<file path="config.mk">
export PLATFORM = sky130hd
export DESIGN_NAME = ludpp_ctrl
export DESIGN_NICKNAME = d
export VERILOG_FILES = /design/src/rtl/core/ludpp_pkg.sv /design/src/rtl/core/ludpp_ctrl.sv
export SDC_FILE = /design/constraint.sdc
export NUM_CORES = 1
export LEC_CHECK = 0
export BUFFER_PORTS_ARGS = -buffer_cell sky130_fd_sc_hd__buf_2
export CAP_MARGIN = 20
export CORE_UTILIZATION = 35
export CTS_BUF_LIST = sky130_fd_sc_hd__clkbuf_4
export DETAILED_ROUTE_END_ITERATION = 8
export MAX_ROUTING_LAYER = met4
export PLACE_DENSITY = 0.56
export SETUP_SLACK_MARGIN = 0.2
export SYNTH_ARGS = -nofsm -noshare
export SYNTH_HDL_FRONTEND = slang
export SYNTH_SLANG_ARGS = --single-unit
</file>
<file path="constraint.sdc">
create_clock -name clk -period 4.6 [get_ports clk]
set_input_delay 0.92 -clock clk [delete_from_list [all_inputs] [get_ports clk]]
set_output_delay 0.92 -clock clk [all_outputs]
set_load 0.05 [all_outputs]
</file>
<file path="src/rtl/core/ludpp_pkg.sv">
// Shared types, constants and command structures of the LU decomposition block.
package ludpp_pkg;

  localparam int MAX_N_DEF     = 8;
  localparam int FRAC_BITS_DEF = 16;
  localparam int IDX_W         = 3;
  localparam int SIZE_W        = 4;
  localparam int DATA_W        = 32;
  localparam logic [SIZE_W-1:0] SIZE_RESET = 4'd8;
  localparam logic [1:0] REG_MATRIX_SIZE = 2'd0;

  typedef logic [IDX_W-1:0] idx_t;

  typedef enum logic [2:0] {
    WS_IN,
    WS_A,
    WS_B,
    WS_DIV,
    WS_UPD
  } wsel_t;

  typedef enum logic [1:0] {
    OS_IDX,
    OS_A,
    OS_B
  } osel_t;

  typedef struct packed {
    logic  ren;
    idx_t  a_row;
    idx_t  a_col;
    idx_t  b_row;
    idx_t  b_col;
    logic  we;
    wsel_t wsel;
    idx_t  w_row;
    idx_t  w_col;
    logic  o_ren;
    idx_t  o_a;
    idx_t  o_b;
    logic  o_we;
    osel_t o_wsel;
    idx_t  o_w;
    logic  best_ld;
    logic  best_cmp;
    idx_t  k;
    logic  par_clr;
    logic  par_tgl;
    logic  halt_set;
    logic  div_start;
    logic  mul_go;
    logic  term_go;
  } cmd_t;

  typedef struct packed {
    idx_t piv;
    logic piv_zero;
    logic div_done;
  } stat_t;

endpackage

</file>
<file path="src/rtl/core/ludpp_ctrl.sv">
// Controller: load, pivot search, swap, elimination and emission sequencing.
module ludpp_ctrl #(
  parameter int MAX_N = ludpp_pkg::MAX_N_DEF
) (
  input  logic              clk,
  input  logic              rst_n,
  input  logic              in_valid,
  output logic              in_stall,
  output logic              out_valid,
  input  logic              out_stall,
  output ludpp_pkg::idx_t   out_row,
  output ludpp_pkg::idx_t   out_col,
  output logic              out_last,
  input  logic              cfg_wr,
  input  logic [3:0]        cfg_size,
  output logic [3:0]        size_q,
  output ludpp_pkg::cmd_t   cmd,
  input  ludpp_pkg::stat_t  st
);
  import ludpp_pkg::*;

  typedef enum logic [18:0] {
    S_LOAD = 19'h00001,
    S_INIT = 19'h00002,
    S_PSR  = 19'h00004,
    S_PSC  = 19'h00008,
    S_SWD  = 19'h00010,
    S_SO1  = 19'h00020,
    S_SO2  = 19'h00040,
    S_SXR  = 19'h00080,
    S_SX1  = 19'h00100,
    S_SX2  = 19'h00200,
    S_MR   = 19'h00400,
    S_MD   = 19'h00800,
    S_MW   = 19'h01000,
    S_UR   = 19'h02000,
    S_UM   = 19'h04000,
    S_UT   = 19'h08000,
    S_UW   = 19'h10000,
    S_ER   = 19'h20000,
    S_EV   = 19'h40000
  } state_t;

  localparam logic [SIZE_W-1:0] NMAX  = SIZE_W'(MAX_N);
  localparam logic [SIZE_W-1:0] LASTE = SIZE_W'(MAX_N - 1);

  state_t            state_r, state_nxt;
  logic [SIZE_W-1:0] size_r, size_nxt;
  logic [SIZE_W-1:0] ldr_r, ldr_nxt, ldc_r, ldc_nxt;
  logic [SIZE_W-1:0] i_r, i_nxt, k_r, k_nxt, l_r, l_nxt, j_r, j_nxt;
  logic [SIZE_W-1:0] n, nm1;

  always_comb begin
    if (size_r == '0) begin
      n = SIZE_W'(1);
    end else if (size_r > NMAX) begin
      n = NMAX;
    end else begin
      n = size_r;
    end
  end
  assign nm1 = n - SIZE_W'(1);

  always_comb begin
    state_nxt = state_r;
    size_nxt  = size_r;
    ldr_nxt   = ldr_r;
    ldc_nxt   = ldc_r;
    i_nxt     = i_r;
    k_nxt     = k_r;
    l_nxt     = l_r;
    j_nxt     = j_r;
    cmd        = '0;
    cmd.wsel   = WS_IN;
    cmd.o_wsel = OS_IDX;
    cmd.k      = k_r[IDX_W-1:0];
    unique case (state_r)
      S_LOAD: begin
        cmd.w_row = ldr_r[IDX_W-1:0];
        cmd.w_col = ldc_r[IDX_W-1:0];
        if (in_valid) begin
          cmd.we = 1'b1;
          if (ldc_r == nm1) begin
            ldc_nxt = '0;
            if (ldr_r == nm1) begin
              ldr_nxt   = '0;
              k_nxt     = '0;
              state_nxt = S_INIT;
            end else begin
              ldr_nxt = ldr_r + SIZE_W'(1);
            end
          end else begin
            ldc_nxt = ldc_r + SIZE_W'(1);
          end
        end
      end
      S_INIT: begin
        cmd.o_we    = 1'b1;
        cmd.o_wsel  = OS_IDX;
        cmd.o_w     = k_r[IDX_W-1:0];
        cmd.par_clr = 1'b1;
        if (k_r == LASTE) begin
          i_nxt = '0;
          k_nxt = '0;
          l_nxt = '0;
          j_nxt = '0;
          state_nxt = (n == SIZE_W'(1)) ? S_ER : S_PSR;
        end else begin
          k_nxt = k_r + SIZE_W'(1);
        end
      end
      S_PSR: begin
        cmd.ren   = 1'b1;
        cmd.a_row = k_r[IDX_W-1:0];
        cmd.a_col = i_r[IDX_W-1:0];
        state_nxt = S_PSC;
      end
      S_PSC: begin
        cmd.best_ld  = (k_r == i_r);
        cmd.best_cmp = (k_r != i_r);
        if (k_r == nm1) begin
          state_nxt = S_SWD;
        end else begin
          k_nxt     = k_r + SIZE_W'(1);
          state_nxt = S_PSR;
        end
      end
      S_SWD: begin
        if (st.piv == i_r[IDX_W-1:0]) begin
          l_nxt     = i_r + SIZE_W'(1);
          state_nxt = S_MR;
        end else begin
          cmd.par_tgl = 1'b1;
          cmd.o_ren   = 1'b1;
          cmd.o_a     = i_r[IDX_W-1:0];
          cmd.o_b     = st.piv;
          j_nxt       = '0;
          state_nxt   = S_SO1;
        end
      end
      S_SO1: begin
        cmd.o_we   = 1'b1;
        cmd.o_wsel = OS_B;
        cmd.o_w    = i_r[IDX_W-1:0];
        state_nxt  = S_SO2;
      end
      S_SO2: begin
        cmd.o_we   = 1'b1;
        cmd.o_wsel = OS_A;
        cmd.o_w    = st.piv;
        state_nxt  = S_SXR;
      end
      S_SXR: begin
        cmd.ren   = 1'b1;
        cmd.a_row = i_r[IDX_W-1:0];
        cmd.a_col = j_r[IDX_W-1:0];
        cmd.b_row = st.piv;
        cmd.b_col = j_r[IDX_W-1:0];
        state_nxt = S_SX1;
      end
      S_SX1: begin
        cmd.we    = 1'b1;
        cmd.wsel  = WS_B;
        cmd.w_row = i_r[IDX_W-1:0];
        cmd.w_col = j_r[IDX_W-1:0];
        state_nxt = S_SX2;
      end
      S_SX2: begin
        cmd.we    = 1'b1;
        cmd.wsel  = WS_A;
        cmd.w_row = st.piv;
        cmd.w_col = j_r[IDX_W-1:0];
        if (j_r == nm1) begin
          l_nxt     = i_r + SIZE_W'(1);
          state_nxt = S_MR;
        end else begin
          j_nxt     = j_r + SIZE_W'(1);
          state_nxt = S_SXR;
        end
      end
      S_MR: begin
        cmd.ren   = 1'b1;
        cmd.a_row = l_r[IDX_W-1:0];
        cmd.a_col = i_r[IDX_W-1:0];
        cmd.b_row = i_r[IDX_W-1:0];
        cmd.b_col = i_r[IDX_W-1:0];
        state_nxt = S_MD;
      end
      S_MD: begin
        if (st.piv_zero) begin
          cmd.halt_set = 1'b1;
          l_nxt        = '0;
          j_nxt        = '0;
          state_nxt    = S_ER;
        end else begin
          cmd.div_start = 1'b1;
          state_nxt     = S_MW;
        end
      end
      S_MW: begin
        cmd.wsel  = WS_DIV;
        cmd.w_row = l_r[IDX_W-1:0];
        cmd.w_col = i_r[IDX_W-1:0];
        if (st.div_done) begin
          cmd.we    = 1'b1;
          j_nxt     = i_r + SIZE_W'(1);
          state_nxt = S_UR;
        end
      end
      S_UR: begin
        cmd.ren   = 1'b1;
        cmd.a_row = i_r[IDX_W-1:0];
        cmd.a_col = j_r[IDX_W-1:0];
        cmd.b_row = l_r[IDX_W-1:0];
        cmd.b_col = j_r[IDX_W-1:0];
        state_nxt = S_UM;
      end
      S_UM: begin
        cmd.mul_go = 1'b1;
        state_nxt  = S_UT;
      end
      S_UT: begin
        cmd.term_go = 1'b1;
        state_nxt   = S_UW;
      end
      S_UW: begin
        cmd.we    = 1'b1;
        cmd.wsel  = WS_UPD;
        cmd.w_row = l_r[IDX_W-1:0];
        cmd.w_col = j_r[IDX_W-1:0];
        if (j_r != nm1) begin
          j_nxt     = j_r + SIZE_W'(1);
          state_nxt = S_UR;
        end else if (l_r != nm1) begin
          l_nxt     = l_r + SIZE_W'(1);
          state_nxt = S_MR;
        end else if (i_r == n - SIZE_W'(2)) begin
          l_nxt     = '0;
          j_nxt     = '0;
          state_nxt = S_ER;
        end else begin
          i_nxt     = i_r + SIZE_W'(1);
          k_nxt     = i_r + SIZE_W'(1);
          state_nxt = S_PSR;
        end
      end
      S_ER: begin
        cmd.ren   = 1'b1;
        cmd.a_row = l_r[IDX_W-1:0];
        cmd.a_col = j_r[IDX_W-1:0];
        cmd.o_ren = 1'b1;
        cmd.o_b   = l_r[IDX_W-1:0];
        state_nxt = S_EV;
      end
      S_EV: begin
        if (!out_stall) begin
          if (j_r == nm1) begin
            j_nxt = '0;
            if (l_r == nm1) begin
              state_nxt = S_LOAD;
            end else begin
              l_nxt     = l_r + SIZE_W'(1);
              state_nxt = S_ER;
            end
          end else begin
            j_nxt     = j_r + SIZE_W'(1);
            state_nxt = S_ER;
          end
        end
      end
      default: begin
        state_nxt = S_LOAD;
      end
    endcase
    if (cfg_wr) begin
      size_nxt = cfg_size;
      ldr_nxt  = '0;
      ldc_nxt  = '0;
    end
  end

  always_ff @(posedge clk) begin
    if (!rst_n) begin
      state_r <= S_LOAD;
      size_r  <= SIZE_RESET;
      ldr_r   <= '0;
      ldc_r   <= '0;
      i_r     <= '0;
      k_r     <= '0;
      l_r     <= '0;
      j_r     <= '0;
    end else begin
      state_r <= state_nxt;
      size_r  <= size_nxt;
      ldr_r   <= ldr_nxt;
      ldc_r   <= ldc_nxt;
      i_r     <= i_nxt;
      k_r     <= k_nxt;
      l_r     <= l_nxt;
      j_r     <= j_nxt;
    end
  end

  assign in_stall  = (state_r != S_LOAD);
  assign out_valid = (state_r == S_EV);
  assign out_row   = l_r[IDX_W-1:0];
  assign out_col   = j_r[IDX_W-1:0];
  assign out_last  = (l_r == nm1) && (j_r == nm1);
  assign size_q    = size_r;

endmodule

</file>
==> summary.md, run 1 <==
| Metric | Value |
|---|---|
| Hold-fix buffers at CTS | 0 |
| Via count of the first global-routing pass | 3901 |
| Average size of a mapped cell | 7.89 um^2 |
| Main flop type after synthesis | dfxtp_1 |
| Worst hold slack across all endpoints | 0.538 ns |
| Area grow syn2layout | 16.1% |
| Critical path start-end classification | flip-flop to output pin |
| Antenna violations before repair | 0 |
| Net Count, Synth | 536 |
| Half-perimeter wire length after detailed placement | 10800 um |
| Vias after detailed routing | 4296 |
| Routed vias/inst | 6.06 |
| Number of inserted diodes | 0 |
| Seq/Total Area, Yosys | 23.2% |
| Synth Instances | 513 |
| X dimension of the die | 110 um |
| Post-layout min period | 4.24 ns |
| Starting Density | 36.7% |
| Input/output buffers | 73 |
| Maximum number of pins on one net before global-route repair | 34 |
| Die Ht | 110 um |
| Number of flops mapped to enable cells by yosys | 0 |
| Die Footprint | 12000 um^2 |
| DRC violation count after routing | 0 |
| Sequential standard cell area | 942 um^2 |
| Leakage | 2.00 nW |
| Crit path arrival time | 3.32 ns |
| Number of unique standard cell types used by synthesis | 72 |
| Clock tree from TritonCTS | built |
| CTS buffer count | 5 |
| Number of nets with antenna violations after routing | 0 |
| Worst setup path endpoint | cmd[26] |
| First-pass GRT wire length | 22100 um |
| WP data required | 3.68 ns |
| WL per Instance | 20.2 um |
| Max_cap viols | 0 |
| Final clock skew | 0.0313 ns |
| Global-route total usage across every layer | 25.3% |
| Count of routing violations after the opening detailed-route iteration | 440 |
| Setup TNS Final | 0 ns |
| Maximum vdd drop | 0.117 mV |
| Total number of H-tree levels | 2 |
| Tightest Pin Transition | 0.870 ns |
| Capture instance of the worst register-to-register path | j_r[2] |
| Max-slew violations | 0 |
| Area inside the core boundary | 11000 um^2 |
| Number of nets in the layout | 591 |
| Worst Setup SP | state_r[0] |
| Setup repair bufs after CTS | 0 |
| Worst-case reg-to-reg path depth | 9 |
| Critical path endpoint category | output pin |
| Core Util, Final | 42.6% |
| Multi-input combinational cell area | 2910 um^2 |
| Worst slew margin | 41.4% |
| RSZ-0062 raised after global routing | false |
| Setup-failing EPs final | 0 |
| Drt total wl | 14300 um |
| Gpl congestion | 0.929 |
| Highest clock rate | 236 MHz |
| Startpoint of the worst-slack reg-to-reg timing path | size_q[3] |
| Number of register bits inferred by synthesis | 47 |
| FF-to-FF setup slack | 1.11 ns |
| Max Fanout on Critical Path | 9 |
| CP Launch Type | flip-flop |
| Buffer cell driving the clock tree root | clkbuf_4 |
| Iteration count of the initial detailed-routing pass | 6 |
| Run status | completed |
| # fillers | 1131 |
| Fraction of final layout cells sized beyond drive strength 1 | 23.4% |
| Buffer levels on the longest clock path | 2 |
| Final worst-path cycle share | 92.2% |
| Yosys warns | 0 |
| Hold Fails Final Rpt | 0 |
| Overflow left after global routing | 0 |
| Number of primary I/O pins | 74 |
| HP Class | flip-flop to flip-flop |
| CTS clk-pin slew, worst paths | 0.17 ns |
| Total clock sinks | 47 |
| Async set or reset register ratio after synthesis | 0% |
| Post-synthesis instance area | 4050 um^2 |
| Clock insertion delay at the later pin of the skew report | 0.41 ns |
| Row count | 38 |
| Power density relative to cell area | 179 nW/um^2 |
repair_timing:
| action | CTS | global route |
|---|---|---|
| setup endpoints to repair | 1 | 15 |
| endpoints found under the hold margin | 0 | 0 |
| resized for setup | 1 | 9 |
where the power goes:
group | internal [mW] | total (mW) | switching, mW
combinational | 0.0341 | 0.0931 | 0.0590
sequential | 0.410 | 0.417 | 0.00628
clock | 0.176 | 0.332 | 0.156
cells in the mapped netlist, types with 4 or more instances:
cell / number / area (um^2)
a21o_1: 4 / 30.0
a21oi_1: 19 / 95.1
a221o_1: 4 / 40.0
a222oi_1: 13 / 130
a22o_1: 9 / 78.8
and2_1: 15 / 93.8
and3_1: 5 / 31.3
buf_4: 10 / 75.1
clkbuf_1: 31 / 116
dfxtp_1: 47 / 941
ha_1: 9 / 113
inv_1: 17 / 63.8
mux2i_1: 15 / 150
nand2_1: 35 / 131
nand2b_1: 12 / 75.1
nand3_1: 13 / 65.1
nand4_1: 9 / 56.3
nand4b_1: 11 / 96.3
nor2_1: 41 / 154
nor2b_1: 5 / 31.3
nor3_1: 21 / 105
nor3b_1: 5 / 37.5
nor4_1: 15 / 93.8
nor4_2: 5 / 62.6
nor4b_1: 5 / 43.8
o211ai_1: 5 / 37.5
o21ai_0: 18 / 90.1
or2_2: 6 / 37.5
or3_1: 8 / 50.1
or4_1: 9 / 67.6
xnor2_1: 26 / 228
xor2_1: 13 / 114
stage by stage:
| step | std cells | instance area (um^2) | total power, mW | setup WS [ns] |
|---|---|---|---|---|
| after global routing | 709 | 4700 | 0.873 | 0.203 |
| final | 709 | 4700 | 0.841 | 0.360 |
| after CTS | 709 | 4650 | 0.848 | 0.253 |
| after global placement | 701 | 4540 | 0.515 | 0.760 |
| after detailed placement | 701 | 4540 | 0.516 | 0.605 |
| after floorplan | 513 | 4060 | 0.489 | 0.220 |
worst min path at each step:
stage / start / end / depth (start not counted)
CTS: l_r[3] / l_r[3] / 2
finish: l_r[3] / l_r[3] / 2
floorplan: l_r[3] / l_r[3] / 2
detailed placement: l_r[3] / l_r[3] / 2
global placement: l_r[3] / l_r[3] / 2
global route: ldc_r[1] / ldc_r[1] / 2
kinds of logic after synthesis:
group,count (synthesis),share of synthesized area [%]
XOR/XNOR,41,9.55
AND/OR/NAND/NOR,232,33.2
buffers and inverters,61,6.64
AO/OA/AOI/OAI,106,20.3
multiplexers,17,4.26
adder cells (fa/ha/maj),9,2.78
flip-flops,47,23.2
flip-flops by register name (all words and copies together) (netlist names):
name and count:
state_r 19, i_r 4, j_r 4, k_r 4, l_r 4, ldc_r 4
ldr_r 4, size_q 4
area by class of cell:
type | count | area share (%)
clock inverters | 2 | 1.28
repair buffers | 91 | 10.7
well taps | 140 | 3.73
inverters | 18 | 1.44
flip-flops and latches | 47 | 20.0
multi-input cells | 405 | 61.9
clock buffers | 6 | 0.958
placed cells by master (no fill, tap or decap), types with 17 or more instances in the layout:
| cell type | n |
|---|---|
| a21oi_1 | 19 |
| buf_2 | 72 |
| buf_4 | 18 |
| dfxtp_1 | 46 |
| inv_1 | 17 |
| nand2_1 | 35 |
| nor2_1 | 40 |
| nor3_1 | 21 |
| o21ai_0 | 18 |
| xnor2_1 | 25 |
worst max-delay path, cell delays in order (launching register included):
cell and delay (ns):
dfxtp_1 0.38, nor4_2 0.57, nand4_1 0.31, or4b_1 0.53, buf_4 0.19, inv_1 0.21
or3_1 0.28, a222oi_1 0.12, inv_1 0.08, buf_2 0.26
metal layers:
layer / part of all wire (%) / GRT usage, % / vias to the layer above
met5: 0 / - / -
met4: 1.9 / 7.90 / 0
met3: 8.4 / 3.73 / 19
met2: 45 / 39.4 / 208
met1: 45 / 33.7 / 2043
li1: - / - / 2026
Note: power is estimated with default switching activity, not from simulation.
==> run 2, diff against run 1 <==
--- a/config.mk
+++ b/config.mk
@@ -12,6 +12,7 @@
 export DETAILED_ROUTE_END_ITERATION = 8
 export MAX_ROUTING_LAYER = met4
 export PLACE_DENSITY = 0.56
+export RECOVER_POWER = 25
 export SETUP_SLACK_MARGIN = 0.2
 export SYNTH_ARGS = -nofsm -noshare
 export SYNTH_HDL_FRONTEND = slang
==> run 2 against run 1 <==
The flow now finishes with violations (design-rule violations, max-capacitance violations); wire length about the same; power down 0.51%; global-route usage unchanged; maximum frequency up 0.18%; clock skew down 0.00087 ns; sequential share of layout area up 0.064 points.
==> summary.md, run 2 (synthesized netlist as in run 1, its figures left out) <==
| Metric | Value |
|---|---|
| Setup TNS Final | 0 ns (unchanged) |
| Total instance count after detailed placement | 701 (unchanged) |
| Number of nets with antenna violations after routing | 0 (unchanged) |
| Setup repair bufs after CTS | 0 (unchanged) |
| Max reg flops | 19 (unchanged) |
| Max-slew violations | 0 (unchanged) |
| Buffer levels on the longest clock path | 2 (unchanged) |
| Hold Fails Final Rpt | 0 (unchanged) |
| Via count of the first global-routing pass | 3901 (unchanged) |
| Final worst-path cycle share | 92.0% (was 92.2%) |
| Startpoint of the worst-slack reg-to-reg timing path | size_q[3] (unchanged) |
| # fillers | 1141 (was 1131) |
| Count of routing violations after the opening detailed-route iteration | 433 (was 440) |
| Total clock sinks | 47 (unchanged) |
| Multi-input combinational cell area | 2910 um^2 (unchanged) |
| Maximum number of pins on one net before global-route repair | 34 (unchanged) |
| Largest register by flop count | state_r (unchanged) |
| Antenna violations before repair | 0 (unchanged) |
| WL per Instance | 20.2 um (about the same) |
| Clock insertion delay at the later pin of the skew report | 0.40 ns (was 0.41 ns) |
| Worst slew margin | 0.517% (was 41.4%) |
| DRC violation count after routing | 8 (was 0) |
| Run status | complete, but fails checks (was completed) |
| Input/output buffers | 73 (unchanged) |
| CP Launch Type | flip-flop (unchanged) |
| Row count | 38 (unchanged) |
| Total number of H-tree levels | 2 (unchanged) |
| Post-layout min period | 4.23 ns (was 4.24 ns) |
| Worst Setup SP | state_r[0] (unchanged) |
| CTS buffer count | 5 (unchanged) |
| Routed vias/inst | 6.10 (was 6.06) |
| Worst Min Path Start | l_r[3] (unchanged) |
| Drt total wl | 14300 um (about the same) |
| Clock tree from TritonCTS | built (unchanged) |
| Iteration count of the initial detailed-routing pass | 9 (was 6) |
| Post-route insts no fill | 709 (unchanged) |
| Core Util, Final | 42.5% (was 42.6%) |
| Highest clock rate | 236 MHz (about the same) |
| HP Class | flip-flop to flip-flop (unchanged) |
| First-pass GRT wire length | 22100 um (unchanged) |
| Number of inserted diodes | 0 (unchanged) |
| Global-route total usage across every layer | 25.3% (unchanged) |
| Critical path start-end classification | flip-flop to output pin (unchanged) |
| Critical path endpoint category | output pin (unchanged) |
| Area grow syn2layout | 15.7% (was 16.1%) |
| Commonest cells after routing, fill and taps aside | buf_2 (60), dfxtp_1 (46), nor2_1 (40) (was buf_2 (72), dfxtp_1 (46), nor2_1 (40)) |
| Crit path arrival time | 3.31 ns (was 3.32 ns) |
| Fraction of final layout cells sized beyond drive strength 1 | 21.3% (was 23.4%) |
| Hold-fix buffers at CTS | 0 (unchanged) |
| Most common cell after layout, fill and taps aside | buf_2 (unchanged) |
| Power density relative to cell area | 179 nW/um^2 (about the same) |
| CTS clk-pin slew, worst paths | 0.16 ns (was 0.17 ns) |
| Max Fanout on Critical Path | 9 (unchanged) |
| Half-perimeter wire length after detailed placement | 10800 um (unchanged) |
| Max_cap viols | 1 (was 0) |
| Starting Density | 36.7% (unchanged) |
| WP data required | 3.68 ns (about the same) |
| Number of primary I/O pins | 74 (unchanged) |
| Maximum vdd drop | 0.116 mV (was 0.117 mV) |
| Setup-failing EPs final | 0 (unchanged) |
| Worst hold slack across all endpoints | 0.539 ns (was 0.538 ns) |
| Vias after detailed routing | 4323 (was 4296) |
| RSZ-0062 raised after global routing | false (unchanged) |
| Violated checks | design-rule violations, max-capacitance violations |
| Die Footprint | 12000 um^2 (unchanged) |
| Sequential standard cell area | 942 um^2 (unchanged) |
| Post-layout power | 837 uW (was 841 uW) |
| Number of nets in the layout | 591 (unchanged) |
| Overflow left after global routing | 0 (unchanged) |
| Gpl congestion | 0.929 (unchanged) |
| Buffer cell driving the clock tree root | clkbuf_4 (unchanged) |
| Final clock skew | 0.0304 ns (was 0.0313 ns) |
| Die Ht | 110 um (unchanged) |
| Tightest Pin Transition | 1.49 ns (was 0.870 ns) |
| X dimension of the die | 110 um (unchanged) |
| Area inside the core boundary | 11000 um^2 (unchanged) |
| Leakage | 1.94 nW (was 2.00 nW) |
[run 2: changes by cell type in the layout (fill, tap and decap cells not counted), sizes merged]
cell / change
buf: -12
clkbuf: +12
[run 2: per-layer routing]
layer	wire length [um]	global-route usage, %	part of all wire [%]
met5	0	-	0
met3	1110	3.73	7.7
met1	6410	33.7	45
met4	339	7.90	2.4
met2	6460	39.4	45
[run 2: path summary, 6_finish.rpt]
path	end	slack, ns	depth (start not counted)
worst max-delay path	cmd[26]	0.37	9
worst min-delay path	l_r[3]	0.54	2
worst max register to register	j_r[2]	1.11	9
worst min register to register	l_r[3]	0.54	2
[run 2: layout make-up]
cell class,count,area share [%]
repair buffers,91,10.4
well taps,140,3.74
multi-input cells,405,62.1
clock inverters,2,1.28
clock buffers,6,0.961
inverters,18,1.44
flip-flops and latches,47,20.1
[run 2: worst max-delay path, stage by stage, from the launching register on]
cell      delay, ns
dfxtp_1        0.38
nor4_2         0.58
nand4_1        0.32
or4b_1         0.53
buf_4          0.19
inv_1          0.21
or3_1          0.27
a222oi_1       0.12
inv_1          0.08
buf_2          0.26
[run 2: metrics by stage]
stage / setup WS (ns) / cell area [um^2]
floorplan: 0.220 / 4060
global placement: 0.760 / 4540
detailed placement: 0.605 / 4540
CTS: 0.253 / 4650
global route: 0.203 / 4690
finish: 0.367 / 4690
[run 2: where the power goes]
group          internal (mW)  leakage (nW)  total, mW  switching [mW]
clock                  0.176        0.0559      0.328           0.153
sequential             0.410         0.379      0.417         0.00627
combinational         0.0336          1.51     0.0925          0.0589
total                  0.619          1.94      0.837           0.218
[run 2: repair_timing]
item | 4_1_cts | 5_1_grt
resized for setup | 1 | 9
endpoints found under the setup margin | 1 | 15
hold endpoints to repair | 0 | 0
==> run 3, diff against run 2 <==
==> constraint.sdc (replaced) <==
create_clock -name clk -period 4.31 [get_ports clk]
set_input_delay 0.862 -clock clk [delete_from_list [all_inputs] [get_ports clk]]
set_output_delay 0.862 -clock clk [all_outputs]
set_load 0.05 [all_outputs]
==> run 3 against run 2 <==
The flow finishes with violations (design-rule violations); clock-buffer cell count fell by 1; global-route usage fell by 0.17 points; critical path depth is 1 higher; combinational power rose by 8%; power shrank 9.4%; critical path type unchanged; register-to-register slack lost 0.22 ns; first-iteration DRC count increased by 39%; cell count up 0.71%; wire length increased by 2.2%; via count unchanged.
==> summary.md, run 3 (synthesized netlist as in run 1, its figures left out) <==
| Metric | Value |
|---|---|
| Die Footprint | 12000 um^2 (unchanged) |
| Count of routing violations after the opening detailed-route iteration | 600 (was 433) |
| Run status | complete, but fails checks (unchanged) |
| FF-to-FF setup slack | 0.89 ns (was 1.11 ns) |
| Antenna violations before repair | 1 (was 0) |
| Maximum vdd drop | 0.0970 mV (was 0.116 mV) |
| Max_cap viols | 0 (was 1) |
| Placed instance area | 4580 um^2 (was 4540 um^2) |
| Hold Fails Final Rpt | 0 (unchanged) |
| Number of primary I/O pins | 74 (unchanged) |
| CTS clk-pin slew, worst paths | 0.15 ns (was 0.16 ns) |
| Critical path start-end classification | flip-flop to output pin (unchanged) |
| Most common cell after layout, fill and taps aside | buf_2 (unchanged) |
| Clock tree from TritonCTS | built (unchanged) |
| Post-layout min period | 3.93 ns |
| Leakage | 1.93 nW (was 1.94 nW) |
| Total instance count after detailed placement | 706 (was 701) |
| Maximum cell stage delay along the critical path | 0.44 ns (was 0.58 ns) |
| Total clock sinks | 47 (unchanged) |
| Sequential standard cell area | 945 um^2 (was 942 um^2) |
| Final worst-path cycle share | 91.2% |
| DRC violation count after routing | 2 (was 8) |
| Drt total wl | 14600 um (was 14300 um) |
| Vias after detailed routing | 4323 (unchanged) |
| Crit path arrival time | 3.07 ns (was 3.31 ns) |
| Max-slew violations | 0 (unchanged) |
| Internal power contribution | 533 uW (was 619 uW) |
| Switching power of the nets | 225 uW (was 218 uW) |
| Critical path buffer and inverter count | 2 (was 4) |
| CP Launch Type | flip-flop (unchanged) |
| Fraction of final layout cells sized beyond drive strength 1 | 22.0% (was 21.3%) |
| Buffer levels on the longest clock path | 2 (unchanged) |
| Gpl congestion | 0.914 (was 0.929) |
| Max reg flops | 19 (unchanged) |
| HP Class | flip-flop to flip-flop (unchanged) |
| Input/output buffers | 73 (unchanged) |
| Highest clock rate | 254 MHz |
| Routed vias/inst | 6.05 (was 6.10) |
| First-pass GRT wire length | 21800 um (was 22100 um) |
| Cells along the critical path | o21ba_2 > nor2_2 > buf_4 > ha_1 > xnor2_1 > nand2_1 > mux2_2 > or3_4 > nor2_4 > buf_4 (was nor4_2 > nand4_1 > or4b_1 > buf_4 > inv_1 > or3_1 > a222oi_1 > inv_1 > buf_2) |
| RSZ-0062 raised after global routing | false (unchanged) |
| Total number of H-tree levels | 2 (unchanged) |
| Post-route insts no fill | 714 (was 709) |
| Maximum number of pins on one net before global-route repair | 33 (was 34) |
| Overflow left after global routing | 0 (unchanged) |
| Cell class contributing the biggest share of worst-path delay | simple AND/OR/NAND/NOR gates (unchanged) |
| Half-perimeter wire length after detailed placement | 11100 um (was 10800 um) |
| Clock insertion delay at the later pin of the skew report | 0.38 ns (was 0.40 ns) |
| CTS buffer count | 5 (unchanged) |
| Setup-failing EPs final | 0 (unchanged) |
| Die Ht | 110 um (unchanged) |
| Area grow syn2layout | 14.9% (was 15.7%) |
| Commonest cells after routing, fill and taps aside | buf_2 (61), dfxtp_1 (44), nor2_1 (40) (was buf_2 (60), dfxtp_1 (46), nor2_1 (40)) |
| Row count | 38 (unchanged) |
| Starting Density | 36.7% (unchanged) |
| Iteration count of the initial detailed-routing pass | 9 (unchanged) |
| Number of nets with antenna violations after routing | 0 (unchanged) |
| Multi-input combinational cell area | 2900 um^2 (was 2910 um^2) |
| Final clock skew | 0.00828 ns (was 0.0304 ns) |
| Reg power frac | 58.6% (was 49.8%) |
| Global-route total usage across every layer | 25.1% (was 25.3%) |
| Design area | 4650 um^2 (was 4690 um^2) |
| Power density relative to cell area | 163 nW/um^2 (was 179 nW/um^2) |
| Worst slew margin | 11.3% (was 0.517%) |
| Share of total power in the clock network | 28.1% (was 39.2%) |
| Pre-CTS setup slack | 0.556 ns (was 0.605 ns) |
| Hold-fix buffers at CTS | 0 (unchanged) |
| Violated checks | design-rule violations (was design-rule violations, max-capacitance violations) |
| X dimension of the die | 110 um (unchanged) |
| Core Util, Final | 42.2% (was 42.5%) |
| Number of nets in the layout | 596 (was 591) |
| Buffer cell driving the clock tree root | clkbuf_4 (unchanged) |
| Largest register by flop count | state_r (unchanged) |
| Setup ws final | 0.378 ns (was 0.367 ns) |
| Via count of the first global-routing pass | 3836 (was 3901) |
| # fillers | 1130 (was 1141) |
| Sw Ratio | 29.7% (was 26.0%) |
| Area inside the core boundary | 11000 um^2 (unchanged) |
| Setup repair bufs after CTS | 0 (unchanged) |
| Max Fanout on Critical Path | 5 (was 9) |
| Setup TNS Final | 0 ns (unchanged) |
| WP data required | 3.45 ns (was 3.68 ns) |
| Crit-path most repeated cell | buf_4 (was inv_1) |
| WL per Instance | 20.5 um (was 20.2 um) |
| Combinational power share | 13.2% (was 11.0%) |
| Critical path endpoint category | output pin (unchanged) |
| Tightest Pin Transition | 1.33 ns (was 1.49 ns) |
| Critical-path top delay cell | or3_4 (was nor4_2) |
run 3: metrics by stage:
step | hold WS (ns) | power [mW]
global placement | 0.516 | 0.552
CTS | 0.546 | 0.766
floorplan | 0.472 | 0.522
finish | 0.552 | 0.759
global route | 0.573 | 0.794
detailed placement | 0.525 | 0.552
run 3: cell type report:
type,count,area share (%)
Sequential cell,47,20.3
Antenna cell,1,0.0538
Tap cell,140,3.76
Clock buffer,5,0.807
Timing Repair Buffer,96,11.2
Inverter,18,1.45
Clock inverter,2,0.188
Multi-Input combinational cell,405,62.3
run 3: worst register-to-register path, cell delays in order, from the launching register on:
cell     delay [ns]
dfxtp_1        0.42
o21ba_2        0.21
nor2_2         0.11
inv_1          0.05
ha_1           0.27
xnor2_2        0.30
xnor2_1        0.14
or4_1          0.67
a211o_1        0.35
or4_1          0.54
a32o_1         0.27
run 3: power by group through the flow:
stage / Sequential [mW] / Combinational (mW) / Clock, mW
floorplan: 0.458 / 0.0649 / 0
global placement: 0.453 / 0.0987 / 0
detailed placement: 0.454 / 0.0987 / 0
CTS: 0.444 / 0.0991 / 0.222
global route: 0.446 / 0.108 / 0.240
finish: 0.445 / 0.100 / 0.213
run 3: metal layers:
| layer | vias up | routed length (um) | track usage, % |
|---|---|---|---|
| met5 | - | 0 | - |
| met4 | 0 | 450 | 9.05 |
| met3 | 39 | 1250 | 3.97 |
| met2 | 236 | 6540 | 39.3 |
| met1 | 2022 | 6400 | 32.8 |
| li1 | 2026 | - | - |
run 3: what timing repair did:
item,in CTS,in global routing
endpoints found under the hold margin,0,0
setup endpoints to repair,1,12
resized for setup,2,10
run 3: worst paths after layout:
path / depth (start not counted) / to / startpoint
min reg2reg: 2 / l_r[3] / l_r[3]
max reg2reg: 10 / j_r[2] / size_q[0]
min: 2 / l_r[3] / l_r[3]
max: 10 / out_last / size_q[0]
